## config.mk

```make
export PLATFORM = sky130hd
export DESIGN_NAME = sstf_disk_schedule
export DESIGN_NICKNAME = d
export VERILOG_FILES = /design/src/hw/rtl/sstf_pkg.sv /design/src/hw/rtl/sstf_disk_schedule.sv /design/src/hw/rtl/sstf_ctrl.sv /design/src/hw/rtl/sstf_dp.sv
export SDC_FILE = /design/constraint.sdc
export NUM_CORES = 2
export LEC_CHECK = 0
export BUFFER_PORTS_ARGS = -buffer_cell sky130_fd_sc_hd__buf_2
export CAP_MARGIN = 25
export CORE_ASPECT_RATIO = 0.7
export CORE_MARGIN = 4
export CORE_UTILIZATION = 25
export CTS_BUF_LIST = sky130_fd_sc_hd__clkbuf_4 sky130_fd_sc_hd__clkbuf_8
export CTS_CLUSTER_SIZE = 20
export DETAILED_ROUTE_END_ITERATION = 6
export GPL_TIMING_DRIVEN = 0
export HOLD_SLACK_MARGIN = 0.12
export PLACE_DENSITY_LB_ADDON = 0.3
export SKIP_LAST_GASP = 1
export SLEW_MARGIN = 5
export SYNTH_ARGS = -nofsm -noshare
export SYNTH_HDL_FRONTEND = slang
export SYNTH_SLANG_ARGS = --single-unit
```

## constraint.sdc

```tcl
create_clock -name clk -period 7.1 [get_ports clk]
set_input_delay 0.355 -clock clk [delete_from_list [all_inputs] [get_ports clk]]
set_output_delay 0.355 -clock clk [all_outputs]
set_load 0.01 [all_outputs]
```

## src/hw/rtl/sstf_pkg.sv

```systemverilog
// ---------------------------------------------------------------------------
// sstf_pkg
// shared types and constants of the seek-time-first disk scheduler
// ---------------------------------------------------------------------------
`timescale 1ns / 1ps

package sstf_pkg;

  localparam int CYL_W = 16;
  localparam int SUM_W = 22;

  typedef enum logic [1:0] {
    ST_IDLE,
    ST_SCAN,
    ST_DRAIN,
    ST_EMIT
  } state_t;

  typedef struct packed {
    logic clr_queue;
    logic add_req;
    logic start_run;
    logic scan_init;
    logic scan_en;
    logic serve;
    logic finish;
  } cmd_t;

  typedef struct packed {
    logic scan_end;
    logic run_end;
  } stat_t;

endpackage

```

## src/hw/rtl/sstf_disk_schedule.sv

```systemverilog
// ---------------------------------------------------------------------------
// sstf_disk_schedule
// shortest-seek-time-first disk scheduler: nearest pending request first
// ---------------------------------------------------------------------------
// channel   ports                               handshake
// input     in_kind, in_cylinder, in_last       start high, busy low
// result    out_served_cylinder, out_move_distance,
//           out_total_seek, out_overflow,
//           out_last_out                        out_valid, one cycle
//
// a load word (kind 0, or kind 1 without last) leaves the block idle, busy stays low
// a run over n held requests serves them one by one: each service scans all
// n entries through the single read port of the request memory, then passes
// the drain state for the last compare and the emit state for the result
// synchronous active-low reset clears control state, head and totals
// results cannot be stalled, busy stays high until the last result of a run
// ---------------------------------------------------------------------------
`timescale 1ns / 1ps

module sstf_disk_schedule import sstf_pkg::*; #(
  parameter int QUEUE_DEPTH = 64
) (
  input  logic             clk,
  input  logic             rst_n,
  input  logic             start,
  output logic             busy,
  input  logic             in_kind,
  input  logic [CYL_W-1:0] in_cylinder,
  input  logic             in_last,
  output logic             out_valid,
  output logic [CYL_W-1:0] out_served_cylinder,
  output logic [CYL_W-1:0] out_move_distance,
  output logic [SUM_W-1:0] out_total_seek,
  output logic             out_overflow,
  output logic             out_last_out
);

  cmd_t  cmd;
  stat_t stat;

  sstf_ctrl u_ctrl (
    .clk       (clk),
    .rst_n     (rst_n),
    .start     (start),
    .in_kind   (in_kind),
    .in_last   (in_last),
    .stat      (stat),
    .cmd       (cmd),
    .busy      (busy),
    .out_valid (out_valid)
  );

  sstf_dp #(
    .QUEUE_DEPTH (QUEUE_DEPTH)
  ) u_dp (
    .clk                 (clk),
    .rst_n               (rst_n),
    .cmd                 (cmd),
    .in_cylinder         (in_cylinder),
    .stat                (stat),
    .out_served_cylinder (out_served_cylinder),
    .out_move_distance   (out_move_distance),
    .out_total_seek      (out_total_seek),
    .out_overflow        (out_overflow),
    .out_last_out        (out_last_out)
  );

endmodule

```

## src/hw/rtl/sstf_ctrl.sv

```systemverilog
// ---------------------------------------------------------------------------
// sstf_ctrl
// sequencer: load, scan of held entries, compare drain and service
// ---------------------------------------------------------------------------
`timescale 1ns / 1ps

module sstf_ctrl import sstf_pkg::*; (
  input  logic  clk,
  input  logic  rst_n,
  input  logic  start,
  input  logic  in_kind,
  input  logic  in_last,
  input  stat_t stat,
  output cmd_t  cmd,
  output logic  busy,
  output logic  out_valid
);

  state_t state_r;
  state_t state_nxt;

  always_ff @(posedge clk) begin
    if (!rst_n) begin
      state_r <= ST_IDLE;
    end else begin
      state_r <= state_nxt;
    end
  end

  always_comb begin
    state_nxt = state_r;
    cmd       = '0;
    busy      = 1'b1;
    out_valid = 1'b0;
    case (state_r)
      ST_IDLE: begin
        busy = 1'b0;
        if (start) begin
          if (!in_kind) begin
            cmd.clr_queue = 1'b1;
          end else begin
            cmd.add_req = 1'b1;
            if (in_last) begin
              cmd.start_run = 1'b1;
              cmd.scan_init = 1'b1;
              state_nxt     = ST_SCAN;
            end
          end
        end
      end
      ST_SCAN: begin
        cmd.scan_en = 1'b1;
        if (stat.scan_end) begin
          state_nxt = ST_DRAIN;
        end
      end
      ST_DRAIN: begin
        state_nxt = ST_EMIT;
      end
      ST_EMIT: begin
        out_valid = 1'b1;
        cmd.serve = 1'b1;
        if (stat.run_end) begin
          cmd.finish = 1'b1;
          state_nxt  = ST_IDLE;
        end else begin
          cmd.scan_init = 1'b1;
          state_nxt     = ST_SCAN;
        end
      end
      default: begin
        state_nxt = ST_IDLE;
      end
    endcase
  end

endmodule

```

## src/hw/rtl/sstf_dp.sv

```systemverilog
// ---------------------------------------------------------------------------
// sstf_dp
// request memory, served marks, nearest-request compare and seek totals
// ---------------------------------------------------------------------------
`timescale 1ns / 1ps

module sstf_dp import sstf_pkg::*; #(
  parameter int QUEUE_DEPTH = 64
) (
  input  logic             clk,
  input  logic             rst_n,
  input  cmd_t             cmd,
  input  logic [CYL_W-1:0] in_cylinder,
  output stat_t            stat,
  output logic [CYL_W-1:0] out_served_cylinder,
  output logic [CYL_W-1:0] out_move_distance,
  output logic [SUM_W-1:0] out_total_seek,
  output logic             out_overflow,
  output logic             out_last_out
);

  localparam int IDX_W = (QUEUE_DEPTH > 1) ? $clog2(QUEUE_DEPTH) : 1;
  localparam int CNT_W = $clog2(QUEUE_DEPTH + 1);
  localparam logic [CNT_W-1:0] LIMIT = CNT_W'(QUEUE_DEPTH);

  logic [CYL_W-1:0]       mem [QUEUE_DEPTH];
  logic [CYL_W-1:0]       rd_data_r;
  logic [QUEUE_DEPTH-1:0] mark_r;
  logic [CNT_W-1:0]       count_r;
  logic [CNT_W-1:0]       srv_cnt_r;
  logic [IDX_W-1:0]       scan_idx_r;
  logic [IDX_W-1:0]       cmp_idx_r;
  logic                   cmp_vld_r;
  logic                   found_r;
  logic [IDX_W-1:0]       best_idx_r;
  logic [CYL_W-1:0]       best_cyl_r;
  logic [CYL_W-1:0]       best_dist_r;
  logic [CYL_W-1:0]       head_r;
  logic [SUM_W-1:0]       sum_r;
  logic                   dropped_r;
  logic                   room;
  logic [CYL_W-1:0]       cur_dist;
  logic                   take;
  logic [SUM_W-1:0]       sum_nxt;

  assign room = (count_r < LIMIT);

  // request memory, one write and one registered read
  always_ff @(posedge clk) begin
    if (cmd.add_req && room) begin
      mem[count_r[IDX_W-1:0]] <= in_cylinder;
    end
    rd_data_r <= mem[scan_idx_r];
  end

  assign cur_dist = (head_r >= rd_data_r) ? (head_r - rd_data_r) : (rd_data_r - head_r);
  assign take = cmp_vld_r && !mark_r[cmp_idx_r] && (!found_r || (cur_dist < best_dist_r));

  assign sum_nxt = sum_r + SUM_W'(best_dist_r);

  always_ff @(posedge clk) begin
    if (!rst_n) begin
      mark_r     <= '0;
      count_r    <= '0;
      srv_cnt_r  <= '0;
      scan_idx_r <= '0;
      cmp_vld_r  <= 1'b0;
      found_r    <= 1'b0;
      head_r     <= '0;
      sum_r      <= '0;
      dropped_r  <= 1'b0;
    end else begin
      cmp_vld_r <= cmd.scan_en;
      if (cmd.clr_queue) begin
        head_r    <= in_cylinder;
        mark_r    <= '0;
        count_r   <= '0;
        dropped_r <= 1'b0;
        sum_r     <= '0;
      end
      if (cmd.add_req) begin
        if (room) begin
          count_r <= count_r + CNT_W'(1);
        end else begin
          dropped_r <= 1'b1;
        end
      end
      if (cmd.start_run) begin
        sum_r     <= '0;
        srv_cnt_r <= '0;
      end
      if (cmd.scan_init) begin
        scan_idx_r <= '0;
        found_r    <= 1'b0;
      end else if (cmd.scan_en) begin
        scan_idx_r <= scan_idx_r + IDX_W'(1);
      end
      if (take) begin
        found_r <= 1'b1;
      end
      if (cmd.serve) begin
        mark_r[best_idx_r] <= 1'b1;
        head_r             <= best_cyl_r;
        sum_r              <= sum_nxt;
        srv_cnt_r          <= srv_cnt_r + CNT_W'(1);
      end
      if (cmd.finish) begin
        mark_r    <= '0;
        count_r   <= '0;
        dropped_r <= 1'b0;
      end
    end
  end

  // best candidate of the current scan
  always_ff @(posedge clk) begin
    cmp_idx_r <= scan_idx_r;
    if (take) begin
      best_idx_r  <= cmp_idx_r;
      best_cyl_r  <= rd_data_r;
      best_dist_r <= cur_dist;
    end
  end

  assign stat.scan_end = (CNT_W'(scan_idx_r) == (count_r - CNT_W'(1)));
  assign stat.run_end  = ((srv_cnt_r + CNT_W'(1)) == count_r);

  assign out_served_cylinder = best_cyl_r;
  assign out_move_distance   = best_dist_r;
  assign out_total_seek      = sum_nxt;
  assign out_overflow        = dropped_r;
  assign out_last_out        = stat.run_end;

endmodule

```

==> run summary <==
syn_nets: 2733
Synth async-reset ratio: 0%
CTS tree: done
largest net degree at the start of global routing: 66
startpoint types: register
RSZ-0062 raised after global routing: no
Die Area: 205000 um2
Synth-to-Final Area Change: 18.1%
Mapped Area: 49300 um2
Detailed Place HPWL: 94000 um
max cap viols: 0
post-synthesis xor/xnor area fraction: 0.986%
max frequency: 177 MHz
fin crit period: 5640 ps
Most used DFF post-synth: edfxtp_1
Die W: 539 um
final setup violation count: 0
Initial Utilization: 25.1%
GRT overflow: 0
DRT antenna net count: 0
drt drc: 0
layout cells sized above 1: 29.2%
DR pass1 iterations: 5
WL final: 137000 um
Setup Buffers After CTS: 0
WL/cell: 23.8 um
Post-Layout Inst Area: 58300 um2
RR Startpoint: u_dp.rd_data_r[0]
WP data required: 7670 ps
Final Max Tran Viols: 0
Clock Skews: 51.0 ps
largest family of logic cells by synthesized area: multiplexers
Cell Rows: 136
total of fill cells in the finished design: 19400
status: finished clean
H-tree depth: 4
vias in the first global route: 26300
hold_sp: u_dp.scan_idx_r[3]
WHS Endpoint: u_dp.cmp_idx_r[3]
WP data arrival: 6210 ps
flop2flop setup slack: 1460 ps
first-pass GRT wire length: 197000 um
Seq cells post-synth: 1211
die height: 380 um
worst skew pair latency: 900 ps
Critical Path End Type: register
Avg Cell Area, Syn: 18.7 um2
max_slew headroom: 22.1%
DR iter-0 viols: 3041
Clock Tree Root: clkbuf_8
Worst Setup Path Type: reg -> reg
PD cells: 293 nW/um2
Port Buffer Count: 78
crit path max fanout: 10
Max Buffers Root-to-Sink: 3
Design Power: 17100 uW
multiplexer share of the synthesized area: 16.6%
Vias/cell: 4.67
actual slew at the worst max-slew pin: 1170 ps
Vias: 26900
register area share after synthesis: 70.7%
P_leak: 0.0184 uW
Final Util: 29.7%
Placed Area: 54500 um2
final period utilization: 79.4%
boundary pin count: 79
Post-Synthesis Cells: 2640
Syn. warnings: 0
GRT Resource Usage Total: 13.2%
layout net count: 3105
final estimated routing congestion in global placement: 0.822
Hold/Removal Path Class: reg -> reg
Peak VDD IR: 175 uV
CORE AREA: 196000 um2
Post-Synth Adder-Cell Area: 1.87%
worst reg2reg path endpoint: u_dp.out_served_cylinder[9]
Final Hold Violating Endpoints: 0
Reg2Reg Depth: 19
post-synthesis simple-gate area fraction: 3.77%
number of flops mapped to enable cells by yosys: 1062
CTS clk-pin slew, worst paths: 60 ps
setup tns final: 0 ps
Cell variety after synth: 73
TritonCTS Sinks: 1211
hold depth: 0
Compound-Gate Fraction of Synth Area: 4.15%
Num CTS Buffers: 182
initial antenna violation count: 11
## flip-flops by register name, indices dropped and copies added, names as in the netlist, 7 cells and up
name	count
u_dp.count_r	7
u_dp.head_r	16
u_dp.srv_cnt_r	7
u_dp.mem	1024
u_dp.out_served_cylinder	16
u_dp.sum_r	22
u_dp.mark_r	64
u_dp.rd_data_r	16
u_dp.out_move_distance	16
## placed cells by master (no fill, tap or decap), types with 25 or more instances in the layout
| cell type | instances |
|---|---|
| edfxtp_1 | 1062 |
| nor2_1 | 129 |
| clkbuf_4 | 63 |
| xor2_1 | 25 |
| clkbuf_8 | 191 |
| a22oi_1 | 75 |
| nor2_2 | 64 |
| clkbuf_1 | 82 |
| mux2i_1 | 43 |
| xnor2_1 | 28 |
| o21ai_0 | 31 |
| ha_1 | 69 |
| a21oi_1 | 54 |
| buf_2 | 90 |
| buf_4 | 30 |
| buf_8 | 63 |
| clkinv_1 | 36 |
| mux4_2 | 344 |
| nand2_1 | 80 |
| inv_1 | 73 |
| dfxtp_1 | 149 |
## cells by family after synthesis
kind of cell             count (synthesis)
buffers and inverters                  221
multiplexers                           388
adder cells (fa/ha/maj)                 72
AO/OA/AOI/OAI                          287
flip-flops                            1211
XOR/XNOR                                54
AND/OR/NAND/NOR                        407
## layer usage
| layer | up-vias | GRT usage (%) | routed length [um] |
|---|---|---|---|
| met5 | - | 0 | 0 |
| met4 | 0 | 2.87 | 2170 |
| met3 | 159 | 2.74 | 10200 |
| met2 | 980 | 18.2 | 57600 |
| met1 | 14300 | 20.9 | 67500 |
| li1 | 11500 | - | - |
## synth_stat cells (all sizes together) (22+ instances only)
library cell,instances,share of area (%)
mux4,344,16
nor2b,22,0.28
buf,65,0.78
nor2,193,1.5
xnor2,28,0.50
ha,69,1.7
edfxtp,1062,65
o21ai,33,0.34
nand3,24,0.24
inv,73,0.56
nand2,80,0.61
a22oi,75,1.1
a21oi,54,0.55
mux2i,43,0.87
clkbuf,83,0.63
xor2,25,0.44
dfxtp,149,6.0
## how the worst max path moves through the flow
stage	end	cells after the start	start
after floorplan	u_dp.best_idx_r[0]	17	u_dp.head_r[0]
after global placement	u_dp.best_idx_r[5]	17	u_dp.rd_data_r[0]
after detailed placement	u_dp.out_served_cylinder[8]	19	u_dp.rd_data_r[0]
after global routing	u_dp.out_served_cylinder[9]	19	u_dp.rd_data_r[0]
final	u_dp.out_served_cylinder[9]	19	u_dp.rd_data_r[0]
after CTS	u_dp.out_served_cylinder[8]	19	u_dp.rd_data_r[0]
## worst max-delay path, cell delays in order, from the launching register on
cell and delay [ps]:
dfxtp_1 390, ha_1 210, inv_1 60, fa_1 420
a211oi_1 330, o21bai_1 190, o311ai_0 580, a21oi_1 310
buf_2 280, nand2_1 90, o41a_1 190, xor2_1 260
ha_1 300, a21o_1 160, a21o_1 170, a21oi_1 240
o221ai_1 210, nor3_2 460, buf_6 240, buf_4 230
## cell type report
cell class	instances	area [um2]	share of cell area, %
Clock buffer	254	3100	5.32
Tap cell	2622	3280	5.63
Antenna cell	6	15.0	0.0258
Clock inverter	63	399	0.685
Inverter	73	274	0.470
Timing Repair Buffer	188	1980	3.39
Buffer	148	698	1.20
Sequential cell	1211	34900	59.8
Multi-Input combinational cell	1208	13700	23.5
## repair_timing
item | in CTS | in global routing
hold buffers | 24 | 0
hold endpoints to repair | 951 | 0
gates resized for setup | 0 | 0
## report_power, final
part	internal, uW	leakage, uW	switching (uW)
combinational	1470	0.00576	1980
sequential	7900	0.0108	92.7
clock	2900	0.00185	2750
total	12300	0.0184	4820
## through the flow
step,hold WS [ps],worst slack (ps),instances
after global placement,342,-2430,5340
after global routing,364,1070,5768
final,351,1460,5773
after detailed placement,336,1550,5424
after CTS,333,1530,5765
after floorplan,329,667,2640
No activity file was read; power rests on OpenSTA's default activity.
